==> config.mk <==
export PLATFORM = sky130hd
export DESIGN_NAME = key_debounce_long_press_repeat
export DESIGN_NICKNAME = d
export VERILOG_FILES = /design/src/rtl/kdlpr_pkg.sv /design/src/rtl/key_debounce_long_press_repeat.sv
export SDC_FILE = /design/constraint.sdc
export NUM_CORES = 1
export LEC_CHECK = 0
export ABC_AREA = 1
export CORE_MARGIN = 2
export CORE_UTILIZATION = 45
export DETAILED_ROUTE_END_ITERATION = 8
export DONT_BUFFER_PORTS = 1
export PLACE_DENSITY = 0.71
export REMOVE_ABC_BUFFERS = 1
export SYNTH_ARGS = -nofsm -noshare
export SYNTH_HDL_FRONTEND = slang
export SYNTH_SLANG_ARGS = --single-unit
==> constraint.sdc <==
create_clock -name clk -period 3.5 [get_ports clk]
set_clock_uncertainty 0.2 [all_clocks]
set_input_delay 0.35 -clock clk [delete_from_list [all_inputs] [get_ports clk]]
set_output_delay 0.35 -clock clk [all_outputs]
set_load 0.02 [all_outputs]
==> src/rtl/kdlpr_pkg.sv <==
// types and helper functions for the key debounce / long press / repeat block
// no dependencies
package kdlpr_pkg;

    localparam int unsigned NUM_KEYS = 8;
    localparam logic [7:0]  ALL_UP   = 8'hFF;

    typedef enum logic [1:0] {
        PH_IDLE    = 2'd0,
        PH_CONFIRM = 2'd1,
        PH_HELD    = 2'd2,
        PH_SECOND  = 2'd3
    } phase_t;

    typedef enum logic [1:0] {
        SK_NONE   = 2'd0,
        SK_REPEAT = 2'd1,
        SK_LONG   = 2'd2
    } second_t;

    typedef enum logic [1:0] {
        REG_REPEAT_MASK   = 2'd0,
        REG_LONG_MASK     = 2'd1,
        REG_TRIGGER_TICKS = 2'd2,
        REG_REPEAT_TICKS  = 2'd3
    } reg_idx_t;

    // repeat has priority over long press
    function automatic second_t second_kind(input logic [7:0] mask,
                                            input logic [7:0] rep_mask,
                                            input logic [7:0] lng_mask);
        second_t k;
        if ((mask & rep_mask) != 8'd0)
            k = SK_REPEAT;
        else if ((mask & lng_mask) != 8'd0)
            k = SK_LONG;
        else
            k = SK_NONE;
        return k;
    endfunction

    // key number 1..8 of a one-hot mask, 0 when nothing is set
    function automatic logic [3:0] key_number(input logic [7:0] down);
        logic [3:0] n;
        n = 4'd0;
        for (int k = 0; k < NUM_KEYS; k++)
        begin
            if (down[k])
                n = 4'(k + 1);
        end
        return n;
    endfunction

endpackage

==> src/rtl/key_debounce_long_press_repeat.sv <==
// key debounce with long press and auto-repeat: top level
// depends on kdlpr_pkg
//
// channel   dir  handshake                fields
// -------   ---  ---------                ------
// sample    in   key_valid / key_ready    key_pins[7:0]
// code      out  code_valid / code_ready  key_code[4:0]
// config    in   apb psel/penable/pwrite  paddr[3:0], pwdata/prdata[31:0]
//
// one sample per cycle sustained while code_ready is high; an accepted sample sits
// in the input register, and the phase machine steps on it when the input register
// drains and registers any code in the output register, which drives code_valid
// a code waiting at the output stalls the phase machine; the input register takes
// one more sample, then key_ready stays low until code_ready
// reset clears phase, key, mask, counter and the registers to their defaults
module key_debounce_long_press_repeat (
    input  logic        clk,
    input  logic        rst_n,
    input  logic        key_valid,
    output logic        key_ready,
    input  logic [7:0]  key_pins,
    output logic        code_valid,
    input  logic        code_ready,
    output logic [4:0]  key_code,
    input  logic        psel,
    input  logic        penable,
    input  logic        pwrite,
    input  logic [3:0]  paddr,
    input  logic [31:0] pwdata,
    output logic [31:0] prdata,
    output logic        pready
);
    import kdlpr_pkg::*;

    logic [7:0] repeat_mask_reg;
    logic [7:0] long_mask_reg;
    logic [7:0] trigger_ticks_reg;
    logic [7:0] repeat_ticks_reg;

    logic       s1_valid_reg;
    logic [7:0] pins_reg;

    phase_t     phase_reg,      phase_next;
    logic [3:0] held_key_reg,   held_key_next;
    logic [7:0] held_mask_reg,  held_mask_next;
    logic [7:0] tick_count_reg, tick_count_next;

    logic       out_valid_reg,  out_valid_next;
    logic [4:0] out_code_reg,   out_code_next;

    logic       fire;
    logic       released;
    logic [7:0] down;
    second_t    kind;
    reg_idx_t   widx;

    assign pready = 1'b1;
    assign widx   = reg_idx_t'(paddr[3:2]);

    always_ff @(posedge clk or negedge rst_n)
    begin
        if (!rst_n)
        begin
            repeat_mask_reg   <= 8'd0;
            long_mask_reg     <= 8'd0;
            trigger_ticks_reg <= 8'd100;
            repeat_ticks_reg  <= 8'd10;
        end
        else if (psel && penable && pwrite && pready)
        begin
            case (widx)
                REG_REPEAT_MASK:   repeat_mask_reg   <= pwdata[7:0];
                REG_LONG_MASK:     long_mask_reg     <= pwdata[7:0];
                REG_TRIGGER_TICKS: trigger_ticks_reg <= pwdata[7:0];
                REG_REPEAT_TICKS:  repeat_ticks_reg  <= pwdata[7:0];
                default: ;
            endcase
        end
    end

    always_comb
    begin
        case (widx)
            REG_REPEAT_MASK:   prdata = {24'd0, repeat_mask_reg};
            REG_LONG_MASK:     prdata = {24'd0, long_mask_reg};
            REG_TRIGGER_TICKS: prdata = {24'd0, trigger_ticks_reg};
            REG_REPEAT_TICKS:  prdata = {24'd0, repeat_ticks_reg};
            default:           prdata = 32'd0;
        endcase
    end

    // the input register drains whenever the output register is free or being taken
    assign fire      = s1_valid_reg && (!out_valid_reg || code_ready);
    assign key_ready = !s1_valid_reg || fire;

    always_ff @(posedge clk or negedge rst_n)
    begin
        if (!rst_n)
            s1_valid_reg <= 1'b0;
        else if (key_ready)
            s1_valid_reg <= key_valid;
    end

    always_ff @(posedge clk)
    begin
        if (key_ready && key_valid)
            pins_reg <= key_pins;
    end

    assign released = (pins_reg == ALL_UP);
    assign down     = ~pins_reg;
    assign kind     = second_kind(held_mask_reg, repeat_mask_reg, long_mask_reg);

    always_comb
    begin
        phase_next      = phase_reg;
        held_key_next   = held_key_reg;
        held_mask_next  = held_mask_reg;
        tick_count_next = tick_count_reg;
        out_valid_next  = out_valid_reg && !code_ready;
        out_code_next   = out_code_reg;
        if (fire)
        begin
            out_valid_next = 1'b0;
            case (phase_reg)
                PH_IDLE:
                begin
                    if (!released)
                    begin
                        phase_next      = PH_CONFIRM;
                        tick_count_next = 8'd0;
                    end
                end
                PH_CONFIRM:
                begin
                    if (!released)
                    begin
                        // a chord keeps the previous key
                        if ($onehot(down))
                        begin
                            held_key_next  = key_number(down);
                            held_mask_next = down;
                        end
                        phase_next = PH_HELD;
                    end
                    else
                        phase_next = PH_IDLE;
                end
                PH_HELD:
                begin
                    if (released)
                    begin
                        phase_next      = PH_IDLE;
                        tick_count_next = 8'd0;
                        out_valid_next  = 1'b1;
                        out_code_next   = {1'b0, held_key_reg};
                    end
                    else if (kind != SK_NONE)
                    begin
                        if (tick_count_reg < trigger_ticks_reg)
                            tick_count_next = tick_count_reg + 8'd1;
                        else
                        begin
                            tick_count_next = 8'd0;
                            phase_next      = PH_SECOND;
                        end
                    end
                end
                PH_SECOND:
                begin
                    if (released)
                    begin
                        phase_next      = PH_IDLE;
                        tick_count_next = 8'd0;
                    end
                    else if (kind == SK_REPEAT)
                    begin
                        if (tick_count_reg < repeat_ticks_reg)
                            tick_count_next = tick_count_reg + 8'd1;
                        else
                        begin
                            tick_count_next = 8'd0;
                            out_valid_next  = 1'b1;
                            out_code_next   = {1'b0, held_key_reg};
                        end
                    end
                    else if (tick_count_reg == 8'd0)
                    begin
                        // long code once: key plus sixteen
                        out_valid_next  = 1'b1;
                        out_code_next   = {1'b1, held_key_reg};
                        tick_count_next = 8'd1;
                    end
                end
                default: ;
            endcase
        end
    end

    always_ff @(posedge clk or negedge rst_n)
    begin
        if (!rst_n)
        begin
            phase_reg      <= PH_IDLE;
            held_key_reg   <= 4'd0;
            held_mask_reg  <= 8'd0;
            tick_count_reg <= 8'd0;
            out_valid_reg  <= 1'b0;
        end
        else
        begin
            phase_reg      <= phase_next;
            held_key_reg   <= held_key_next;
            held_mask_reg  <= held_mask_next;
            tick_count_reg <= tick_count_next;
            out_valid_reg  <= out_valid_next;
        end
    end

    always_ff @(posedge clk)
    begin
        out_code_reg <= out_code_next;
    end

    assign code_valid = out_valid_reg;
    assign key_code   = out_code_reg;

    a_s1_hold: assert property (@(posedge clk) disable iff (!rst_n)
        s1_valid_reg && !fire |=> s1_valid_reg && $stable(pins_reg))
        else $error("input register lost a waiting sample");

    a_mask_onehot: assert property (@(posedge clk) disable iff (!rst_n)
        $onehot0(held_mask_reg))
        else $error("held mask has more than one key");

    a_idle_no_code: assert property (@(posedge clk) disable iff (!rst_n)
        fire && phase_reg == PH_IDLE |=> !out_valid_reg)
        else $error("code produced from idle phase");

    a_key_matches_mask: assert property (@(posedge clk) disable iff (!rst_n)
        held_mask_reg != 8'd0 |-> held_key_reg == key_number(held_mask_reg))
        else $error("held key and held mask disagree");

endmodule
==> metrics list, run 1 <==
* Critical path capture point type: register
- On the critical path the largest part of the delay comes from adder cells.
* Post-synthesis share of cell area spent on full adders, half adders and majority gates: 8.67%
- Dpl hpwl: 6170 um
- At the end of the flow the core is filled with cells to 50.8%.
* Number of sinks on the clock net: 68
- Antenna viol nets, final: 0
* Compound-Gate Fraction of Synth Area: 9.97%
- TritonCTS built the clock tree.
- Of the synthesized area, sequential elements account for 44.8%.
* Number of synthesized register bits: 68
- Setup violations remaining at the end of the flow were counted as 11.
* Wire length of the first global-routing pass: 13,900 um
- Once layout is complete, the cells apart from fillers number 625.
- The number of global-route vias before repair is 3,006.
* Max-cap violation count: 0
- Cell depth of the worst flop-to-flop path: 13
- Number of I/O port buffers: 0
- Clk root buf: clkbuf_8
- First-pass iteration count of the detailed router: 4
- Die boundary width: 97.8 um
* Hold violation count in the final report: 0
- Vias: 3,110
- Slew Limit Fails: 0
- The flow ran to the end, but the final reports show violations.
* Largest stage delay on the critical path: 0.57 ns
* Critical Setup Path Class: register to register
* Filler cell count: 793
* Count of pins on the block boundary: 91
* List of cells traversed by the critical path: fa_1, inv_2, fa_1, fa_1, ha_2, inv_2, fa_1, nand2_1, nor4_2, nand2_2, buf_12, nand2_1, o21ai_1
- Entering global routing, the biggest net connects 56 pins.
- Violations in the final reports: setup timing
* Share of power burned in the clock network: 23.6%
* Cell depth of the worst setup path: 13
- The routed design could run at a clock period as short as 3.71 ns.
* Total buffers and inverters traversed by the critical path: 3
- Synthesized-area fraction occupied by xor and xnor cells: 1.11%
- The initialized floorplan defines 34 standard-cell rows.
- The min-delay analysis places its worst path in the category input pin to register.
- Least-Margin Pin Slew: 0.615 ns
- After synthesis the cells add up to 0.00396 mm2.
- Peak supply drop: 0.000366 V
- Summed over all layers, the global routing overflow is 0.
* Net switching power figure: 1020 uW
- Pwr Density: 608 mW/mm2
- Data arrival, critical path: 3.73 ns
- Clock-pin slew of the registers on the worst-case setup and hold paths: 0.07 ns
* Worst hold path depth: 2
- Main combinational cell family by area after synthesis: simple AND/OR/NAND/NOR gates
- Register Area: 0.00177 mm2
* Overall track demand over capacity in global routing: 18.1%
- Final routed DRC violation total: 0
- The H-tree generated during clock tree synthesis spans 3 levels.
* Period Utilization, post-route: 106%
* Internal power: 1640 uW
- After synthesis, the share of cell area in mux cells is 0%.
- The most numerous cell type found on the critical path is fa_1.
- In the post-route analysis, the smallest setup slack over all paths is -0.207 ns.
- Power share of the sequential group: 45.0%
* Average wire length per cell after detail routing: 13.2 um
- Syn Area/Cell: 8.09 um2
- Count of cell types in the netlist: 30
- Maximum fanout along the worst path: 14
- RSZ-0062 raised after global routing: yes
- Synthesis Warnings: 0
* Placeable core region: 0.00864 mm2
* Startpoint Class: register
- Initial Utilization: 45.8%
* Combinational share of power: 31.4%
- In this run, placement finished with an instance count of 596.
- Overall die height: 97.8 um
- For this design the static power due to leakage is 0.00221 uW.
- Required time at the worst-slack endpoint: 3.52 ns
- Cells with a size suffix above 1 make up 11.4% of the layout.
- Avg Vias per Cell: 4.98
- Of the total synthesized cell area, the portion taken by AND, OR, NAND and NOR gates is 23.5%.
* Number of antenna violations at the first check in global routing: 0
* Multi-input logic area: 0.00183 mm2
- Number of buffers created by CTS: 9
- Net switching is 38.4% of the power.
- Maximum clock rate: 270 MHz
- Critical Path Slowest Stage Cell: fa_1
- Layout overhead on the synthesized area: 10.8%
- In this run the deepest clock path goes through 2 buffers.
- Count of inserted antenna diode cells: 0
- DR iter-0 viols: 204
* Slew Limit Headroom: 59.0%
- Routability-driven placement finished with a final weighted congestion of 0.906.
- Detailed Route WL: 8240 um
* Clock latency on the worst-skew pair: 0.33 ns
* Post-Syn Instances: 489
- The final layout contains 588 nets.
- The die covers 0.00956 mm2.
-- cell type report --
| class | instances | share of cell area [%] |
|---|---|---|
| Multi-Input combinational cell | 351 | 41.7 |
| Sequential cell | 68 | 40.5 |
| Inverter | 62 | 5.42 |
| Timing Repair Buffer | 20 | 4.91 |
| Tap cell | 108 | 3.08 |
| Clock buffer | 10 | 2.91 |
| Clock inverter | 6 | 1.48 |
-- logic make-up (layout without fill, tap and decap cells) --
logic type / Yosys count / after routing
compound gates: 72 / 72
xor+xnor: 5 / 5
fa+ha+maj: 25 / 25
buf+inv: 93 / 98
flops: 68 / 68
other cells: 2 / 25
simple gates: 224 / 224
-- worst paths after layout --
| kind | endpoint | slack, ns | from |
|---|---|---|---|
| max | held_mask_reg[6] | -0.21 | pins_reg[0] |
| min | s1_valid_reg | 0.01 | key_valid |
| max reg2reg | held_mask_reg[6] | -0.21 | pins_reg[0] |
| min reg2reg | held_mask_reg[4] | 0.27 | pins_reg[4] |
| max in group asynchronous | trigger_ticks_reg[6] | 2.46 | rst_n |
| min in group asynchronous | tick_count_reg[2] | 0.34 | rst_n |
-- power groups by stage --
stage / sequential [uW] / clock (uW) / combinational (uW)
after floorplan: 1160 / 0 / 611
after global placement: 1200 / 0 / 754
after global routing: 1220 / 685 / 971
after detailed placement: 1210 / 0 / 784
final: 1200 / 629 / 838
after CTS: 1190 / 646 / 825
-- cell usage after synthesis --
master     count  area, um2
nor2_8         1       20.0
nand4_1        2       12.5
buf_2          2       10.0
buf_4         25        188
inv_1         58        218
dfrtp_1       50       1250
conb_1         2       7.51
and3_1         1       6.26
nor3_1         5       25.0
fa_1           4       80.1
nor2_1        25       93.8
nor4_2         1       12.5
nand2_2        7       43.8
o21ai_1       10       50.1
o21a_1         3       22.5
a21oi_1       10       50.1
inv_2          3       11.3
clkinv_4       1       8.76
o2111ai_1      7       61.3
clkbuf_1       2       7.51
buf_6          2       22.5
dfstp_2        5        131
xor2_1         5       43.8
o21ai_0       42        210
nand2_1      162        608
edfxtp_1      13        390
or2_0          1       6.26
ha_1          21        263
nor2_2         4       25.0
nand3_1       15       75.1
-- routing by layer --
metal | vias up | share of wire [%] | track usage, %
met5 | - | 0 | 0
met4 | 0 | 1.3 | 6.30
met3 | 10 | 3.9 | 4.15
met2 | 70 | 53 | 32.2
met1 | 1478 | 42 | 21.6
li1 | 1552 | - | -
-- per-stage QoR --
step	instance area [um2]	power, uW	worst slack [ns]	hold WS (ns)	TNS (ns)
finish	4380	2670	-0.207	0.0142	-2.10
global route	4380	2880	-0.353	0.0106	-3.74
CTS	4350	2660	-0.219	0.000204	-2.09
detailed placement	4010	1990	-0.259	-0.143	-2.61
global placement	4010	1950	-0.206	-0.143	-2.13
floorplan	3810	1770	-0.211	-0.146	-1.49
-- what timing repair did --
| action | CTS | global route |
|---|---|---|
| hold buffers | 11 | 0 |
| gates resized for setup | 9 | 12 |
| pin swaps | 2 | 2 |
| buffers inserted | 1 | 1 |
| hold endpoints to repair | 64 | 0 |
| cloned | 0 | 0 |
| endpoints found under the setup margin | 11 | 11 |
-- placed cells by master (no fill, tap or decap), types with 2 or more instances in the layout --
cell type	n
a21oi_1	10
buf_4	6
buf_6	2
clkbuf_8	9
clkinv_2	2
clkinv_4	3
conb_1	25
dfrtp_1	50
dfstp_2	5
dlygate4sd3_1	10
edfxtp_1	13
fa_1	4
ha_1	20
inv_1	56
inv_2	5
nand2_1	154
nand2_2	15
nand3_1	15
nand4_1	2
nor2_1	25
nor2_2	4
nor3_1	5
o2111ai_1	7
o21a_1	3
o21ai_0	35
o21ai_1	16
xor2_1	5
Note: power is estimated with default switching activity, not from simulation.
==> run 2: changes to the inputs <==
Settings changed: PLACE_DENSITY 0.71 to 0.69, SKIP_CTS_REPAIR_TIMING set to 1.
Clock period 3.5 ns to 3.76 ns, I/O delays scaled along.
==> metrics list, run 2 (synthesized netlist as in run 1, its figures left out) <==
- Outcome: finished, final reports clean
- The standard-cell row count was 34 (unchanged).
* Count of pins on the block boundary: 91 (unchanged)
- The cell area after layout is 0.00437 mm2 (-0.20%).
- The net switching power figure came to 952 uW (-7.1%).
- The sink count of the clock tree is 68 (unchanged).
- The worst setup path is launched from a register.
- The pin count of the biggest net entering global routing was 56 (unchanged).
- The share of total power in sequential cells is 43.5% (-1.5 points).
- Final Util: 50.7% (-0.10 points)
* Number of I/O port buffers: 0 (unchanged)
- Leaving out fill and tap cells, the most frequent cells in the layout are 158 x nand2_1, 56 x inv_1, 50 x dfrtp_1.
- Setup repair after global routing could not meet its margin everywhere.
* Endpoint of the worst-slack reg-to-reg timing path: held_mask_reg[3]
* Number of antenna violations at the first check in global routing: 0 (unchanged)
- Number of setup violations in the final report: 0 (-11)
* Critical Setup Path Class: register to register
* Least-Margin Pin Slew: 0.604 ns (-0.0101 ns)
- From synthesis to final layout, the design area changed by 10.6%.
- Peak supply drop: 0.000296 V (-19%)
* Placed cells: 594 (-0.34%)
* Fraction of layout instances using a drive strength above 1: 10.1% (-1.3 points)
- The internal portion of total power was 1600 uW (-2.5%).
- Avg Vias per Cell: 4.91 (-1.3%)
- Max-cap violation count: 0 (unchanged)
- The cell count of the worst hold path was 3 (+1).
- TritonCTS built the clock tree.
- The via count was 3,056 (-1.7%).
* Total Power Consumption: 2550 uW (-4.3%)
- Worst hold path class: input pin to register
- The part of the total power dissipated in the clock network is 26.8% (+3.2 points).
- The clock network latency to the later pin of the worst-skew pair is 0.35 ns (+0.02 ns).
- The worst setup path is captured at a register.
- The required time of the critical path came to 3.79 ns (+0.27 ns).
- The overall die height was 97.8 um (unchanged).
- Maximum clock rate: 266 MHz (-1.3%)
- The static leakage is 0.00221 uW (-0.22%).
- Antenna viol nets, final: 0 (unchanged)
- Initial Utilization: 45.8% (unchanged)
- The switching share of total power is 37.3% (-1.1 points).
- The number of global-route vias before repair is 2,980 (-0.86%).
* First-pass iteration count of the detailed router: 4 (unchanged)
* Average wire length per cell after detail routing: 13.5 um (+2.1%)
* Wire length of the first global-routing pass: 13,900 um (-0.34%)
- Final routed DRC violation total: 0 (unchanged)
- Number of H-tree levels: 3 (unchanged)
- The placer congestion estimate was 0.887 (-2.1%).
- Number of buffers created by CTS: 9 (unchanged)
* Clk root buf: clkbuf_8
- Worst reg2reg path startpoint: pins_reg[3]
- Dpl hpwl: 6300 um (+2.1%)
- The accumulated negative setup slack came to 0 ns (+2.10 ns).
* FF-to-FF setup slack: 0.003 ns (+0.21 ns)
- The post-route non-filler standard cell count was 622 (-0.48%).
- Combinational share of power: 29.7% (-1.7 points)
- The first-iteration detailed-routing DRC count came to 188 (-7.8%).
- Most frequent standard cell in the layout excluding fill and tap cells: nand2_1
- Cell area after placement: 0.00400 mm2 (-0.37%)
- The final wirelength came to 8370 um (+1.6%).
- Die boundary width: 97.8 um (unchanged)
- The total routing resource utilization after global routing was 18.1% (+0.039 points).
* Min-Delay Startpoint: code_ready
- Maximum fanout along the worst path: 14 (unchanged)
- The worst hold path terminates at code_valid.
- The total power per unit cell area was 583 mW/mm2 (-4.1%).
* Placeable core region: 0.00864 mm2 (unchanged)
* Hold violation count in the final report: 0 (unchanged)
- Final critical delay including setup and external delays: 3.76 ns (+0.0504 ns)
- Longest Clk Path Bufs: 2 (unchanged)
- Slew Limit Fails: 0 (unchanged)
- The total number of nets in the final design is 585 (-0.51%).
- The number of antenna cells inserted was 0 (unchanged).
* Slew Limit Headroom: 59.7% (+0.67 points)
- Cell depth of the worst flop-to-flop path: 13 (unchanged)
* Clock-pin slew of the registers on the worst-case setup and hold paths: 0.07 ns (about the same)
- The total die area is 0.00956 mm2 (unchanged).
- Data arrival, critical path: 3.79 ns (+0.06 ns)
* Overflow after GRT: 0 (unchanged)
- The final cycle utilization of the critical path was 99.9% (-6.0 points).
run 2: changes by cell type in the layout (fill, tap and decap cells not counted), moves of 2 or more:
cell      delta
clkinv_2     -2
nand2_2      -4
o21ai_1      -2
o21ai_0      +3
nand2_1      +4
run 2: how the worst max path moves through the flow:
| stage | from | endpoint | slack (ns) | cells after the start |
|---|---|---|---|---|
| after floorplan | pins_reg[0] | held_key_reg[3] | 0.05 | 13 |
| after global placement | pins_reg[0] | held_key_reg[1] | 0.05 | 13 |
| after detailed placement | pins_reg[0] | held_key_reg[1] | -0.04 | 13 |
| after CTS | pins_reg[0] | held_key_reg[1] | -0.06 | 13 |
| after global routing | pins_reg[3] | held_mask_reg[0] | -0.11 | 13 |
| final | pins_reg[3] | held_mask_reg[3] | 0.003 | 13 |
run 2: metrics by stage:
stage               worst slack [ns]  hold slack, ns
global placement              0.0494          -0.117
floorplan                     0.0493          -0.120
detailed placement           -0.0383          -0.117
finish                       0.00254          0.0122
global route                  -0.108         0.00590
CTS                          -0.0593          -0.497
run 2: worst max-delay path, stage by stage, from the launching register on:
cell and delay (ns):
edfxtp_1 0.43, fa_1 0.58, inv_2 0.05, fa_1 0.47
fa_1 0.51, ha_2 0.19, inv_2 0.04, fa_1 0.47
nand2_1 0.06, nor4_2 0.23, nand2_2 0.14, buf_12 0.16
nand2_1 0.05, o21ai_0 0.07
run 2: power groups by stage:
stage	Clock, uW	Sequential (uW)	Combinational, uW
2_1_floorplan	0	1080	569
6_report	684	1110	757
5_1_grt	730	1130	881
4_1_cts	696	1110	731
3_5_place_dp	0	1120	727
3_3_place_gp	0	1120	698
run 2: cell type report:
type | count | area, um2
Fill cell | 815 | 4260
Clock buffer | 11 | 141
Clock inverter | 5 | 85.1
Timing Repair Buffer | 17 | 186
Sequential cell | 68 | 1770
Multi-Input combinational cell | 351 | 1820
Tap cell | 108 | 135
Inverter | 62 | 238
run 2: layer usage:
metal	wire length [um]	up-vias	share of wire (%)	global-route usage (%)
met1	3620	1443	43	22.2
met2	4330	56	52	31.1
li1	-	1545	-	-
met5	0	-	0	0
met3	303	12	3.6	4.87
met4	117	0	1.4	6.20
==> run 3: changes to the inputs <==
Settings changed: CORE_MARGIN 2 to 1.
==> metrics list, run 3 (synthesized netlist as in run 1, its figures left out) <==
* Outcome: finished, final reports clean
- Number of antenna violations at the first check in global routing: 0 (unchanged)
* Pwr Density: 572 mW/mm2 (-1.9%)
- Dpl hpwl: 6150 um (-2.4%)
* Filler cell count: 793 (-2.7%)
- The number of antenna cells inserted is 0 (unchanged).
- Overflow after GRT: 0 (unchanged)
- Avg Vias per Cell: 4.99 (+1.6%)
- The final critical-path required period was 3.72 ns (-0.0407 ns).
* Slew Limit Fails: 0 (unchanged)
- The first-pass GRT wire length was 13,500 um (-2.7%).
* Launch point of the critical path: pins_reg[3]
- Crit path to: held_mask_reg[3]
* LEAKAGE: 0.00220 uW (-0.61%)
- Number of I/O port buffers: 0 (unchanged)
- The overall die height is 95.8 um (-2.0%).
* Overall track demand over capacity in global routing: 19.6% (+1.5 points)
- Layout overhead on the synthesized area: 9.78%
- Fraction of layout instances using a drive strength above 1: 9.73% (-0.39 points)
- The pin count of the biggest net entering global routing came to 56 (unchanged).
* Placement Rows: 33 (-2.9%)
- Maximum fanout along the worst path: 14 (unchanged)
- Least-Margin Pin Slew: 0.621 ns (+0.0161 ns)
* Peak supply drop: 0.000282 V (-4.8%)
- Initial Utilization: 47.4% (+1.6 points)
- Area of the die: 0.00917 mm2 (-4.1%)
- Critical Setup Path Class: register to register
- Top library cells by usage in the layout, fill and taps aside: 161 x nand2_1, 56 x inv_1, 50 x dfrtp_1
- The clock network latency to the later pin of the worst-skew pair came to 0.34 ns (about the same).
- Leaving out fill and tap cells, the most frequent cell in the layout is nand2_1.
* CTS tree: built
* Maximum clock rate: 269 MHz (+1.1%)
* Average wire length per cell after detail routing: 13.0 um (-3.2%)
* Required time at the worst-slack endpoint: 3.78 ns (about the same)
- Placeable core region: 0.00834 mm2 (-3.4%)
- The number of cells on the worst reg-to-reg path was 13 (unchanged).
- The number of global-route vias before repair was 2,984 (+0.13%).
* Worst reg2reg path startpoint: pins_reg[3]
- The number of buffers added by the clock tree synthesis step came to 9 (unchanged).
- The first-iteration detailed-routing DRC count was 119 (-37%).
- First-pass iteration count of the detailed router: 4 (unchanged)
- Antenna viol nets, final: 0 (unchanged)
- Hold violation count in the final report: 0 (unchanged)
- Clk root buf: clkbuf_8
- Number of H-tree levels: 3 (unchanged)
- Die boundary width: 95.8 um (-2.0%)
- Number of sinks on the clock net: 68 (unchanged)
- The total number of nets in the final design is 585 (unchanged).
- Count of pins on the block boundary: 91 (unchanged)
* Total Power Consumption: 2480 uW (-2.7%)
* Critical path capture point type: register
- The worst-case headroom to the max-slew limit is 58.6% (-1.1 points).
* Endpoint of the worst-slack reg-to-reg timing path: held_mask_reg[3]
* Clock-pin slew of the registers on the worst-case setup and hold paths: 0.08 ns (about the same)
* Setup tns final: 0 ns (unchanged)
* Detailed Route WL: 8060 um (-3.7%)
- The max-capacitance violation count was 0 (unchanged).
- FF-to-FF setup slack: 0.04 ns (+0.04 ns)
- Final routed DRC violation total: 0 (unchanged)
* Period Utilization, post-route: 98.8% (-1.1 points)
- Vias: 3,089 (+1.1%)
* Worst hold path class: input pin to register
- Setup repair after global routing could not meet its margin everywhere.
- Startpoint Class: register
- Routability-driven placement congestion ratio: 0.826 (-6.8%)
* Data arrival, critical path: 3.73 ns (-0.06 ns)
- The number of setup violations in the final report came to 0 (unchanged).
- The buffer depth of the longest clock path was 2 (unchanged).
[run 3: cell types whose count changed in the layout (fill, tap and decap cells not counted)]
cell        before  now
buf_4            5    6
buf_6            1    0
bufinv_16        2    1
clkbuf_1         1    0
clkinvlp_4       1    2
inv_6            0    1
nand2_1        158  161
nand2_2         11    8
o21ai_0         38   40
o21ai_1         14   12
[run 3: per-stage QoR]
stage	worst slack [ns]	area, um2	cells	utilization (%)	hold WS (ns)
2_1_floorplan	0.0493	3810	481	-	-0.120
3_3_place_gp	0.0506	4000	591	47.9	-0.117
3_5_place_dp	-0.00540	4000	591	47.9	-0.117
4_1_cts	-0.0319	4200	607	50.4	-0.494
5_1_grt	-0.114	4340	619	52.1	0.00937
6_report	0.0433	4340	619	52.1	0.0276
[run 3: how the worst min path moves through the flow]
stage | cells past startpoint | slack, ns | end | start
finish | 2 | 0.03 | trigger_ticks_reg[2] | pwdata[2]
global route | 3 | 0.009 | code_valid | code_ready
CTS | 0 | -0.49 | tick_count_reg[2] | rst_n
detailed placement | 0 | -0.12 | tick_count_reg[2] | rst_n
global placement | 0 | -0.12 | tick_count_reg[2] | rst_n
floorplan | 0 | -0.12 | code_valid | rst_n
[run 3: cell type report]
type,count,area (um2),area share [%]
tap,105,131,3.03
sequential,68,1770,40.8
clock buffer,10,138,3.17
multi-input combinational,351,1810,41.6
inverter,62,238,5.48
timing repair buffer,17,183,4.21
clock inverter,6,71.3,1.64
[run 3: metal layers]
metal / track usage [%] / vias to the layer above / routed length, um
li1: - / 1556 / -
met1: 22.6 / 1453 / 3450
met2: 34.7 / 62 / 4140
met3: 4.82 / 18 / 271
met4: 8.21 / 0 / 203
met5: 0 / - / 0
[run 3: where the power goes]
| part | internal [uW] | switching, uW |
|---|---|---|
| clock | 329 | 296 |
| sequential | 940 | 170 |
| combinational | 264 | 486 |
[run 3: worst max-delay path: stages, from the launching register on]
cell	delay, ns
edfxtp_1	0.42
fa_1	0.57
inv_2	0.04
fa_1	0.44
fa_1	0.51
ha_2	0.19
inv_2	0.04
fa_1	0.47
nand2_1	0.06
nor4_2	0.24
nand2_2	0.13
buf_12	0.16
nand2_1	0.05
o21ai_0	0.07
